File: src/rtl/lagged_bit_pair_counter_defines.svh
// Assertion macros used by the RTL file that checks its own logic.
`ifndef LAGGED_BIT_PAIR_COUNTER_DEFINES_SVH
`define LAGGED_BIT_PAIR_COUNTER_DEFINES_SVH

`ifndef SYNTHESIS
`define LBPC_ASSERT_NOW(label, ante, cons) \
  label: assert property (@(posedge clk) disable iff (!rst_n) (ante) |-> (cons)) \
    else $error("lbpc check failed");
`define LBPC_ASSERT_NEXT(label, ante, cons) \
  label: assert property (@(posedge clk) disable iff (!rst_n) (ante) |=> (cons)) \
    else $error("lbpc check failed");
`else
`define LBPC_ASSERT_NOW(label, ante, cons)
`define LBPC_ASSERT_NEXT(label, ante, cons)
`endif

`endif

File: src/rtl/lbpc_pkg.sv
`default_nettype none

package lbpc_pkg;

  localparam int HISTORY_WORDS = 64;
  localparam int NUM_LAGS      = 4;
  localparam int NUM_LAG_REGS  = 4;

  localparam int WORD_W     = 64;
  localparam int COUNT_W    = 48;
  localparam int LAG_W      = 12;
  localparam int SHIFT_W    = 6;
  localparam int USED_W     = 3;
  localparam int IDX_W      = 2;
  localparam int LANE_IDX_W = (NUM_LAGS > 1) ? $clog2(NUM_LAGS) : 1;
  localparam int PC_W       = 7;
  localparam int BYTE_CNT_W = 4;
  localparam int NUM_BYTES  = WORD_W / 8;
  localparam int ADDR_W     = 5;
  localparam int DATA_W     = 32;

  localparam logic [2:0] REG_LAGS_IN_USE = 3'd0;
  localparam logic [2:0] REG_LAG_ZERO    = 3'd1;
  localparam logic [2:0] REG_LAG_ONE     = 3'd2;
  localparam logic [2:0] REG_LAG_TWO     = 3'd3;
  localparam logic [2:0] REG_LAG_THREE   = 3'd4;

  // Control that travels down the counting pipeline with each word.
  typedef struct packed {
    logic vld;
    logic eor;
  } lbpc_ctl_t;

  // Per history cell: which lags take this cell as their low or high tap.
  typedef struct packed {
    logic [NUM_LAGS-1:0] lo;
    logic [NUM_LAGS-1:0] hi;
  } lbpc_tap_sel_t;

  typedef logic [NUM_LAGS-1:0][WORD_W-1:0] lbpc_lag_words_t;

endpackage

`default_nettype wire

File: src/rtl/lbpc_hist_cell.sv
`default_nettype none

module lbpc_hist_cell (
  input  logic                            clk,
  input  logic                            rst_n,
  input  logic                            shift_en,
  input  logic [lbpc_pkg::WORD_W-1:0]     word_in,
  input  lbpc_pkg::lbpc_tap_sel_t         sel,
  output logic [lbpc_pkg::WORD_W-1:0]     word_out,
  output lbpc_pkg::lbpc_lag_words_t       tap_lo,
  output lbpc_pkg::lbpc_lag_words_t       tap_hi
);
  import lbpc_pkg::*;

  logic [WORD_W-1:0] word_r;

  always_ff @(posedge clk) begin
    if (!rst_n) begin
      word_r <= '0;
    end else if (shift_en) begin
      word_r <= word_in;
    end
  end

  assign word_out = word_r;

  always_comb begin
    for (int k = 0; k < NUM_LAGS; k++) begin
      tap_lo[k] = sel.lo[k] ? word_r : '0;
      tap_hi[k] = sel.hi[k] ? word_r : '0;
    end
  end

endmodule

`default_nettype wire

File: config.mk
export PLATFORM = sky130hd
export DESIGN_NAME = lbpc_hist_cell
export DESIGN_NICKNAME = d
export VERILOG_FILES = /design/src/rtl/lagged_bit_pair_counter_defines.svh /design/src/rtl/lbpc_pkg.sv /design/src/rtl/lbpc_hist_cell.sv
export SDC_FILE = /design/constraint.sdc
export NUM_CORES = 1
export LEC_CHECK = 0
export BUFFER_PORTS_ARGS = -buffer_cell sky130_fd_sc_hd__buf_2
export CORE_AREA = 2 2 256 258
export CTS_CLUSTER_DIAMETER = 30
export DETAILED_ROUTE_END_ITERATION = 10
export DIE_AREA = 0 0 258 260
export MAX_ROUTING_LAYER = met4
export PLACE_DENSITY = 0.35
export SLEW_MARGIN = 0
export SYNTH_ARGS = -nofsm -noshare
export SYNTH_HDL_FRONTEND = slang
export SYNTH_SLANG_ARGS = --single-unit
File: constraint.sdc
create_clock -name clk -period 1.5 [get_ports clk]
set_input_delay 0.15 -clock clk [delete_from_list [all_inputs] [get_ports clk]]
set_output_delay 0.15 -clock clk [all_outputs]
set_load 0.005 [all_outputs]
-- Word level (Yosys, flattened, before mapping)
Index checks and enable logic that the tools add are counted.
- output and inout bits: 576
- logic and storage cells: 9
- input port bits: 75
- bits in registers: 64
- multiplexer cells: 8
- operators with widths (kind ; number):
    64-bit 2-to-1 mux ; 8

-- Depth between registers and ports, before layout
- word-level depth: 1
- depth in mapped cells: 4
- mapped depth without buffers: 2

-- Worst setup path after synthesis
Ideal clock, no wire load.
- path kind: input to register
- start point: input shift_en
- end point: register word_r[0], in the netlist word_out[0]
- buffers on the path: 2
- slack: 701 ps
- cell stages on the path: 4
- library setup time: 116 ps
- data required time: 1384 ps
- arrival: 683 ps
- cell sequence: buf_6 buf_8 mux2i_1 nor2b_1
- RTL lines (item ; line ; source):
    start: declaration ; lbpc_hist_cell.sv:6 ; input logic shift_en,
    end signal: assignment ; lbpc_hist_cell.sv:21 ; word_r <= word_in;
    end: declaration ; lbpc_hist_cell.sv:15 ; logic [WORD_W-1:0] word_r;

==> out/summary.txt <==
clock buffer depth = 2
Power Total = 6.42 mW
fmax = 704 MHz
YS warnings = 0
Pins Over Slew Limit = 0
CTS tree = yes
max_slew headroom = 71.1%
DR vias = 7431
R2R Path Start = word_out[21]
commonest non-fill, non-tap cell in the layout = buf_2
PortBufs = 650
post-route ant nets = 0
Clock Skew = 0 ns
max reg flops = 64
FF-to-FF End = word_out[21]
Die Width = 258 um
post-synthesis sequential area ratio = 21.8%
CTS Buf Count = 9
Leakage = 6.21 nW
crit path launch = word_out[21]
Max-Cap Viols = 0
Worst-path clk slew = 0.07 ns
antenna violations before repair = 5
Tcrit/Tclk final = 94.7%
Layout area overhead = 81.6%
Worst Path Class, Setup = reg2out
HPWL Detailed = 24.5 mm
routed vias/inst = 3.28
clk root buf = clkbuf_16
Worst-Margin Slew = 0.433 ns
Die H = 260 um
Worst setup EP type = primary output
critical path launch point type = flip-flop
Post-Syn Area = 0.00587 sq mm
Data required, critical path = 1.35 ns
R2R cell count = 2
first-pass GRT wire length = 47.7 mm
H-tree depth = 3
layout cells sized above 1 = 48.7%
core area = 0.0641 sq mm
GP Congestion = 0.726
worst hold path stage count = 3
postcts setup bufs = 0
syn nets = 849
routed wire length = 35.0 mm
clock sink count = 64
# nets final = 1476
Hold Path Sink = word_out[24]
num rows = 93
Initial Util = 9.16%
grt ovf = 0
outcome = finished clean
DRC Markers = 0
RSZ-0062 raised after global routing = no
largest net degree at the start of global routing = 65
Fin. Hold Viols = 0
Total GRT Usage = 10.1%
#FFs+latches synth = 64
internal reg-to-reg setup slack = 0.61 ns
Final min period = 1.42 ns
CP max FO = 10
setup violators final = 0
vias in the first global route = 7022
setup TNS = 0 ns
critical path arrival = 1.27 ns
Worst Hold Class = in2reg
VDD IR max = 0.000539 V
hold_sp = word_in[24]
Synth Instances = 774
initial DRC count = 227
die area = 0.0671 sq mm
Power Density = 602 mW/mm^2
commonest cells after routing, fill and taps aside = buf_2 (649), and2_1 (512), mux2i_1 (64), nor2b_1 (64), dfxtp_1 (59)
Avg Cell Area, Syn = 7.59 sq um
WL per Instance = 15.4 um
I/O Pins = 651
Yosys cell types = 9
worst skew pair latency = 0.37 ns
Pre-antenna DRT Iters = 4
## cells in the mapped netlist (all sizes together)
cell type / instances / area share [%]
dfxtp: 64 / 22
and2: 512 / 55
clkbuf: 55 / 3.5
nor2b: 64 / 6.8
buf: 15 / 2.4
mux2i: 64 / 11
## critical path, cell delays in order (launching register included)
cell     delay (ns)
dfxtp_1        0.59
and2_1         0.20
buf_2          0.11
## logic make-up after synthesis
family / share of synthesized area [%]
buffers and inverters: 5.94
AND/OR/NAND/NOR: 61.3
multiplexers: 10.9
flip-flops: 21.8
## where the power goes
group          switching [mW]  internal, mW
Sequential              0.258          1.80
Clock                    1.05          1.51
Combinational           0.877         0.921
Total                    2.18          4.23
## how the worst max path moves through the flow
stage,end,slack (ns),depth (start not counted)
after floorplan,word_out[0],0.70,4
after global placement,tap_hi[189],0.42,2
after detailed placement,tap_hi[153],0.42,2
after CTS,tap_hi[213],0.008,2
after global routing,tap_hi[149],0.002,2
final,tap_hi[213],0.08,2
## per-stage QoR
stage                     area [sq um]  std cells  utilization, %  worst slack (ns)  hold WS, ns
after floorplan                   5870        774               -             0.701        0.319
after global placement           10100       2223            15.7             0.415        0.404
after detailed placement         10100       2223            15.7             0.418        0.415
after CTS                        10700       2261            16.6           0.00831    0.0000850
after global routing             10700       2263            16.6           0.00173       0.0170
final                            10700       2267            16.6            0.0789       0.0359
## final cells by class
class,instances,area [sq um]
Fill cell,7352,53400
Multi-Input combinational cell,640,4240
Timing Repair Buffer,686,3720
Sequential cell,64,1290
Tap cell,855,1070
Clock buffer,10,239
Clock inverter,6,92.6
Antenna cell,6,15.0
## what timing repair did
item | CTS | global route
setup endpoints to repair | 33 | 1
endpoints found under the hold margin | 22 | 0
hold buffers | 22 | 0
gates cloned | 0 | 0
resized for setup | 4 | 1
## per-layer routing
metal,part of all wire (%),GRT usage [%],routed length [um],up-vias
li1,-,-,-,3607
met1,42,11.1,14500,3363
met2,47,16.9,16600,436
met3,8.6,2.97,3010,25
met4,2.4,4.27,841,0
met5,0,-,0,-
Power figures use the tool's default switching activity.
