[src/rtl/lagged_bit_pair_counter_defines.svh]
// Assertion macros used by the RTL file that checks its own logic.
`ifndef LAGGED_BIT_PAIR_COUNTER_DEFINES_SVH
`define LAGGED_BIT_PAIR_COUNTER_DEFINES_SVH

`ifndef SYNTHESIS
`define LBPC_ASSERT_NOW(label, ante, cons) \
  label: assert property (@(posedge clk) disable iff (!rst_n) (ante) |-> (cons)) \
    else $error("lbpc check failed");
`define LBPC_ASSERT_NEXT(label, ante, cons) \
  label: assert property (@(posedge clk) disable iff (!rst_n) (ante) |=> (cons)) \
    else $error("lbpc check failed");
`else
`define LBPC_ASSERT_NOW(label, ante, cons)
`define LBPC_ASSERT_NEXT(label, ante, cons)
`endif

`endif

[src/rtl/lbpc_pkg.sv]
`default_nettype none

package lbpc_pkg;

  localparam int HISTORY_WORDS = 64;
  localparam int NUM_LAGS      = 4;
  localparam int NUM_LAG_REGS  = 4;

  localparam int WORD_W     = 64;
  localparam int COUNT_W    = 48;
  localparam int LAG_W      = 12;
  localparam int SHIFT_W    = 6;
  localparam int USED_W     = 3;
  localparam int IDX_W      = 2;
  localparam int LANE_IDX_W = (NUM_LAGS > 1) ? $clog2(NUM_LAGS) : 1;
  localparam int PC_W       = 7;
  localparam int BYTE_CNT_W = 4;
  localparam int NUM_BYTES  = WORD_W / 8;
  localparam int ADDR_W     = 5;
  localparam int DATA_W     = 32;

  localparam logic [2:0] REG_LAGS_IN_USE = 3'd0;
  localparam logic [2:0] REG_LAG_ZERO    = 3'd1;
  localparam logic [2:0] REG_LAG_ONE     = 3'd2;
  localparam logic [2:0] REG_LAG_TWO     = 3'd3;
  localparam logic [2:0] REG_LAG_THREE   = 3'd4;

  // Control that travels down the counting pipeline with each word.
  typedef struct packed {
    logic vld;
    logic eor;
  } lbpc_ctl_t;

  // Per history cell: which lags take this cell as their low or high tap.
  typedef struct packed {
    logic [NUM_LAGS-1:0] lo;
    logic [NUM_LAGS-1:0] hi;
  } lbpc_tap_sel_t;

  typedef logic [NUM_LAGS-1:0][WORD_W-1:0] lbpc_lag_words_t;

endpackage

`default_nettype wire

[src/rtl/lbpc_report.sv]
`default_nettype none

module lbpc_report (
  input  logic                          clk,
  input  logic                          rst_n,
  input  logic                          capture,
  input  logic [lbpc_pkg::COUNT_W-1:0]  totals [lbpc_pkg::NUM_LAGS],
  input  logic [lbpc_pkg::USED_W-1:0]   lags_in_use,
  input  logic                          out_stall,
  output logic                          out_valid,
  output logic [lbpc_pkg::IDX_W-1:0]    out_lag_index,
  output logic [lbpc_pkg::COUNT_W-1:0]  out_pair_count,
  output logic                          out_last_count,
  output logic                          busy
);
  import lbpc_pkg::*;

  logic [COUNT_W-1:0] rpt_cnt_r [NUM_LAGS];
  logic [USED_W-1:0]  used_nxt;
  logic [USED_W-1:0]  used_r;
  logic [IDX_W-1:0]   idx_r;
  logic               busy_r;
  logic               last;
  logic               pop;

  always_comb begin
    if (lags_in_use == '0) begin
      used_nxt = USED_W'(1);
    end else if (lags_in_use > USED_W'(NUM_LAGS)) begin
      used_nxt = USED_W'(NUM_LAGS);
    end else begin
      used_nxt = lags_in_use;
    end
  end

  assign last = ({1'b0, idx_r} == (used_r - USED_W'(1)));
  assign pop  = busy_r && !out_stall;

  always_ff @(posedge clk) begin
    if (capture) begin
      for (int k = 0; k < NUM_LAGS; k++) begin
        rpt_cnt_r[k] <= totals[k];
      end
      used_r <= used_nxt;
    end
  end

  always_ff @(posedge clk) begin
    if (!rst_n) begin
      busy_r <= 1'b0;
      idx_r  <= '0;
    end else if (capture) begin
      busy_r <= 1'b1;
      idx_r  <= '0;
    end else if (pop) begin
      if (last) begin
        busy_r <= 1'b0;
      end else begin
        idx_r <= idx_r + IDX_W'(1);
      end
    end
  end

  assign out_valid      = busy_r;
  assign out_lag_index  = idx_r;
  assign out_pair_count = rpt_cnt_r[idx_r[LANE_IDX_W-1:0]];
  assign out_last_count = last;
  assign busy           = busy_r;

endmodule

`default_nettype wire

[config.mk]
export PLATFORM = sky130hd
export DESIGN_NAME = lbpc_report
export DESIGN_NICKNAME = d
export VERILOG_FILES = /design/src/rtl/lagged_bit_pair_counter_defines.svh /design/src/rtl/lbpc_pkg.sv /design/src/rtl/lbpc_report.sv
export SDC_FILE = /design/constraint.sdc
export NUM_CORES = 1
export LEC_CHECK = 0
export ABC_AREA = 1
export BUFFER_PORTS_ARGS = -buffer_cell sky130_fd_sc_hd__clkbuf_2
export CORE_MARGIN = 2
export CORE_UTILIZATION = 55
export DETAILED_ROUTE_END_ITERATION = 10
export PLACE_DENSITY = 0.85
export SETUP_SLACK_MARGIN = 0.5
export SKIP_CTS_REPAIR_TIMING = 1
export SYNTH_ARGS = -nofsm -noshare
export SYNTH_HDL_FRONTEND = slang
export SYNTH_SLANG_ARGS = --single-unit
[constraint.sdc]
create_clock -name clk -period 2.85 [get_ports clk]
set_input_delay 0.7125 -clock clk [delete_from_list [all_inputs] [get_ports clk]]
set_output_delay 0.7125 -clock clk [all_outputs]
set_load 0.1 [all_outputs]
Word level (Yosys, flattened, before mapping). Memories as Yosys holds them, arrays and structs flattened. A register that Yosys moved wholly into a read port is not among the register bits. Index checks and enable logic that the tools add are counted.

Register bits: 6. RAM bits: 192. Bits in latches: 0. Input bits: 199. Memories kept: 1. Bits in read-only memories: 0. Logic and storage cells: 28.

Memories: rpt_cnt_r (depth 4, bits a word 48, read ports 1, clocked after memory_dff 1, write ports 4, line lbpc_report.sv:18) `logic [COUNT_W-1:0] rpt_cnt_r [NUM_LAGS];`.

Reduce and logical (&&, ||, !) cells: 9. Bitwise logic cells: 2. Shift operators: 0. Equality and inequality tests: 1. Add/sub/neg operators: 2. Muxes and demuxes: 8. Multipliers: 0. Divide/modulo/power cells: 0. Magnitude comparators: 1.

Operators by type and width (number): 2-to-1 mux 1 bit (5); 2-to-1 mux 2 bit (2); AND reduction 2 bit (2); nonzero test 2 bit (2); OR reduction 2 bit (2); == test 2 x 3 -> 1 bit (1); greater-than comparator 3 bit, second input constant (1); logical NOT 3 bit (1); 2-to-1 mux 3 bit (1); subtractor 3 x 1 -> 3 bit, second input constant (1); adder 2 x 1 -> 2 bit, second input constant (1); inverter 1 bit (2); logical AND 1 bit (1); logical NOT 1 bit (1).

Longest topological paths before layout.
Depth after elaboration: 6. Gate-level depth with buffers: 9.

Least setup slack after synthesis. No wires, ideal clock.

Path kind: flip-flop to output port. Start point: reg with a tool-made name. End point: out out_pair_count[5] (netlist bit). Path buffers: 2. Cell stages (with the launch flop): 6. Arrival time: 2.162 ns. Required time: 2.138 ns. Path slack: -0.024 ns. Path through: dfxtp_1 > buf_6 > inv_8 > buf_2 > o21ai_1 > o22ai_1.

RTL lines: end, declared (line lbpc_report.sv:12) `output logic [lbpc_pkg::COUNT_W-1:0] out_pair_count,`.

Worst setup path in the final report.
Start point: reg used_r[0]. End point: out out_last_count.

Cells in the longest elaborated chain, start to end: 2.

RTL lines: start, declared (line lbpc_report.sv:20) `logic [USED_W-1:0] used_r;`; start signal, assigned (line lbpc_report.sv:44) `used_r <= used_nxt;`; subtractor 3 x 1 -> 3 bit (line lbpc_report.sv:36) `assign last = ({1'b0, idx_r} == (used_r - USED_W'(1)));`; == test 2 x 3 -> 1 bit (line lbpc_report.sv:36); end, declared (line lbpc_report.sv:13) `output logic out_last_count,`.

Every way passes these cells.

==> flow_summary.yaml <==
cts:
  htree_levels: 4
  path_clk_slew_ns: 0.07
  cts_buffer_depth: 2
  cts_made_buffers: 17
  clock_latency_ns: 0.43
  cts.sinks: 200
  root_buffer: "clkbuf_16"
  cts_tree: "done"
synth:
  syn_inst: 516
  synth_fp_nets: 718
  synth_edf_count: 195
  mappedNetlistArea_mm2: 0.008143
  async_flop_share: 0
  avgSynthCellArea_um2: 15.78
  synth_seq_cells: 200
  synth_warnings: 0
  ys_seq_area_frac: 0.7314
  synth_cell_types: 27
  synth_top_flop_cell: "edfxtp_1"
final_layout:
  antenna_cells: 0
  mostFrequentLayoutCells: "clkbuf_2 (201), edfxtp_1 (195), buf_12 (62)"
  mostFrequentLayoutCell: "clkbuf_2"
  syn_to_final_growth_pct: 52.87
  finalNetCount: 1014
  fillCellCount: 627
  drive_gt1_frac: 0.5964
timing:
  rsz0062_at_grt: "true"
  skew_ns: 0.006237
  hold_violations: 0
  finalCritPeriodShare: 0.8804
  setup_viol: 0
  finalCriticalPeriod_ns: 2.509
  maxSlewHeadroom: 0.6401
  max_freq_ghz: 0.3986
  tightest_slew_ns: 0.5422
  finalMaxSlewViolations: 0
  final.setup.tns_ns: 0
  fin_ws_ns: 0.3410
pwr:
  total_power_mw: 7.352
  p_per_area_mw_per_mm2: 590.6
  clkPwrFrac: 0.308
  p_switching_mw: 2.102
  pwr-share-comb: 0.202
  internal_power_mw: 5.250
  vdd.ir_drop.worst_mv: 0.3900
  pwr-share-seq: 0.490
  p_sw_frac: 0.2859
  leakage_nw: 4.755
setup_path:
  cp_num_buf_inv: 4
  cp-end-kind: "output pin"
  path_class: "register to output pin"
  cp_common_cell: "inv_2"
  critPathTopFamily: "buffers and inverters"
  arrival_ns: 1.80
  cp.required_ns: 2.14
  cp-start-kind: "register"
  crit_path_top_delay_cell: "edfxtp_1"
  path_cells: "inv_2, ha_4, nand2_2, inv_2, nor2_4, nand3_4, clkinvlp_4, buf_12"
  cp_max_fo: 3
  max_stage_delay_ns: 0.41
flow_run:
  maxCapViolCount: 0
routing:
  viasPerCell: 5.778
  avgRoutedWirePerCell_um: 24.83
  wl_um: 25060
  ant_nets: 0
  first_iter_violations: 537
  via_count: 5830
  drtPass1Iterations: 6
  drc_errors: 0
placement:
  io_buffer_count: 251
  pre_cts_ws_ns: 0.4657
  dp_hpwl_um: 13690
  gp_congestion: 0.8455
floorplanning:
  die-area_mm2: 0.01579
  initial_core_util: 0.5624
  fp.dieW_um: 125.7
  die_y_um: 125.7
  num_rows: 44
  ios: 252
  core_mm2: 0.01448
global_routing:
  gr-total-overflow: 0
  grt_antenna_before_repair: 0
  grt_use_total: 0.2512
  grt_pass1_wl_um: 30110
  grt_max_degree: 97
  grt_pass1_vias: 5704
status:
  status: "finished, final reports clean"
min_path:
  hold_class: "input pin to register"
synth_stat cells, types with 5 or more instances:
| library cell | n | area share |
|---|---|---|
| nor2_4 | 41 | 0.057 |
| buf_12 | 5 | 0.012 |
| inv_1 | 12 | 0.0055 |
| clkbuf_1 | 7 | 0.0032 |
| buf_2 | 16 | 0.0098 |
| nor2_1 | 60 | 0.028 |
| edfxtp_1 | 195 | 0.72 |
| o22ai_1 | 8 | 0.0061 |
| o22ai_2 | 40 | 0.061 |
| o21ai_0 | 92 | 0.057 |
| nand2_1 | 8 | 0.0037 |
| dfxtp_1 | 5 | 0.012 |
routing by layer:
layer	track usage	vias to the layer above	share of wire
met2	0.4277	376	0.52
met4	0.1098	0	0.030
li1	-	2524	-
met5	0	-	0
met3	0.05820	55	0.087
met1	0.3094	2875	0.37
power by group through the flow:
| stage | logic (mW) | clock network [mW] | registers [mW] |
|---|---|---|---|
| after floorplan | 0.795 | 0 | 3.62 |
| after detailed placement | 1.36 | 0 | 3.63 |
| after CTS | 1.36 | 2.27 | 3.57 |
| after global placement | 1.32 | 0 | 3.62 |
| after global routing | 1.53 | 2.41 | 3.62 |
| final | 1.48 | 2.27 | 3.60 |
final timing paths:
kind | startpoint | to | slack, ns | depth (start not counted)
min | totals[86] | rpt_cnt_r[2][38] | 0.45 | 1
min reg2reg | busy | busy | 0.55 | 2
max reg2reg | used_r[0] | register | 1.09 | 10
max | used_r[0] | out_last_count | 0.34 | 8
through the flow:
step | instance area, um^2 | utilization | std cells | hold WS, ns
after floorplan | 8499 | - | 516 | 0.6551
after global placement | 10650 | 0.7353 | 932 | 0.4911
after detailed placement | 10650 | 0.7353 | 932 | 0.5058
after CTS | 11200 | 0.7734 | 964 | 0.4400
after global routing | 12450 | 0.8597 | 1009 | 0.4351
final | 12450 | 0.8597 | 1009 | 0.4521
registers in the layout, summed over array words and instances (netlist names), named ones only:
signal / flops
rpt_cnt_r: 192
out_lag_index: 2
busy: 1
used_r: 3
cell families (layout without fill, tap and decap cells):
family,count (synthesis),count (layout),synth area share
flops,200,200,0.7314
fa+ha+maj,3,3,0.004610
xor+xnor,2,2,0.003074
simple gates,116,116,0.09358
compound gates,149,149,0.1300
buf+inv,46,355,0.03734
layout make-up:
class	count	area [um^2]	share of cell area
inverter	14	95.09	0.007639
tap	184	230.2	0.01849
sequential	200	5966	0.4792
timing repair inverter	4	68.82	0.005528
multi-input combinational	270	2624	0.2108
clock buffer	17	425.4	0.03417
timing repair buffer	305	2913	0.2340
clock inverter	15	126.4	0.01015
Power figures use the tool's default switching activity.
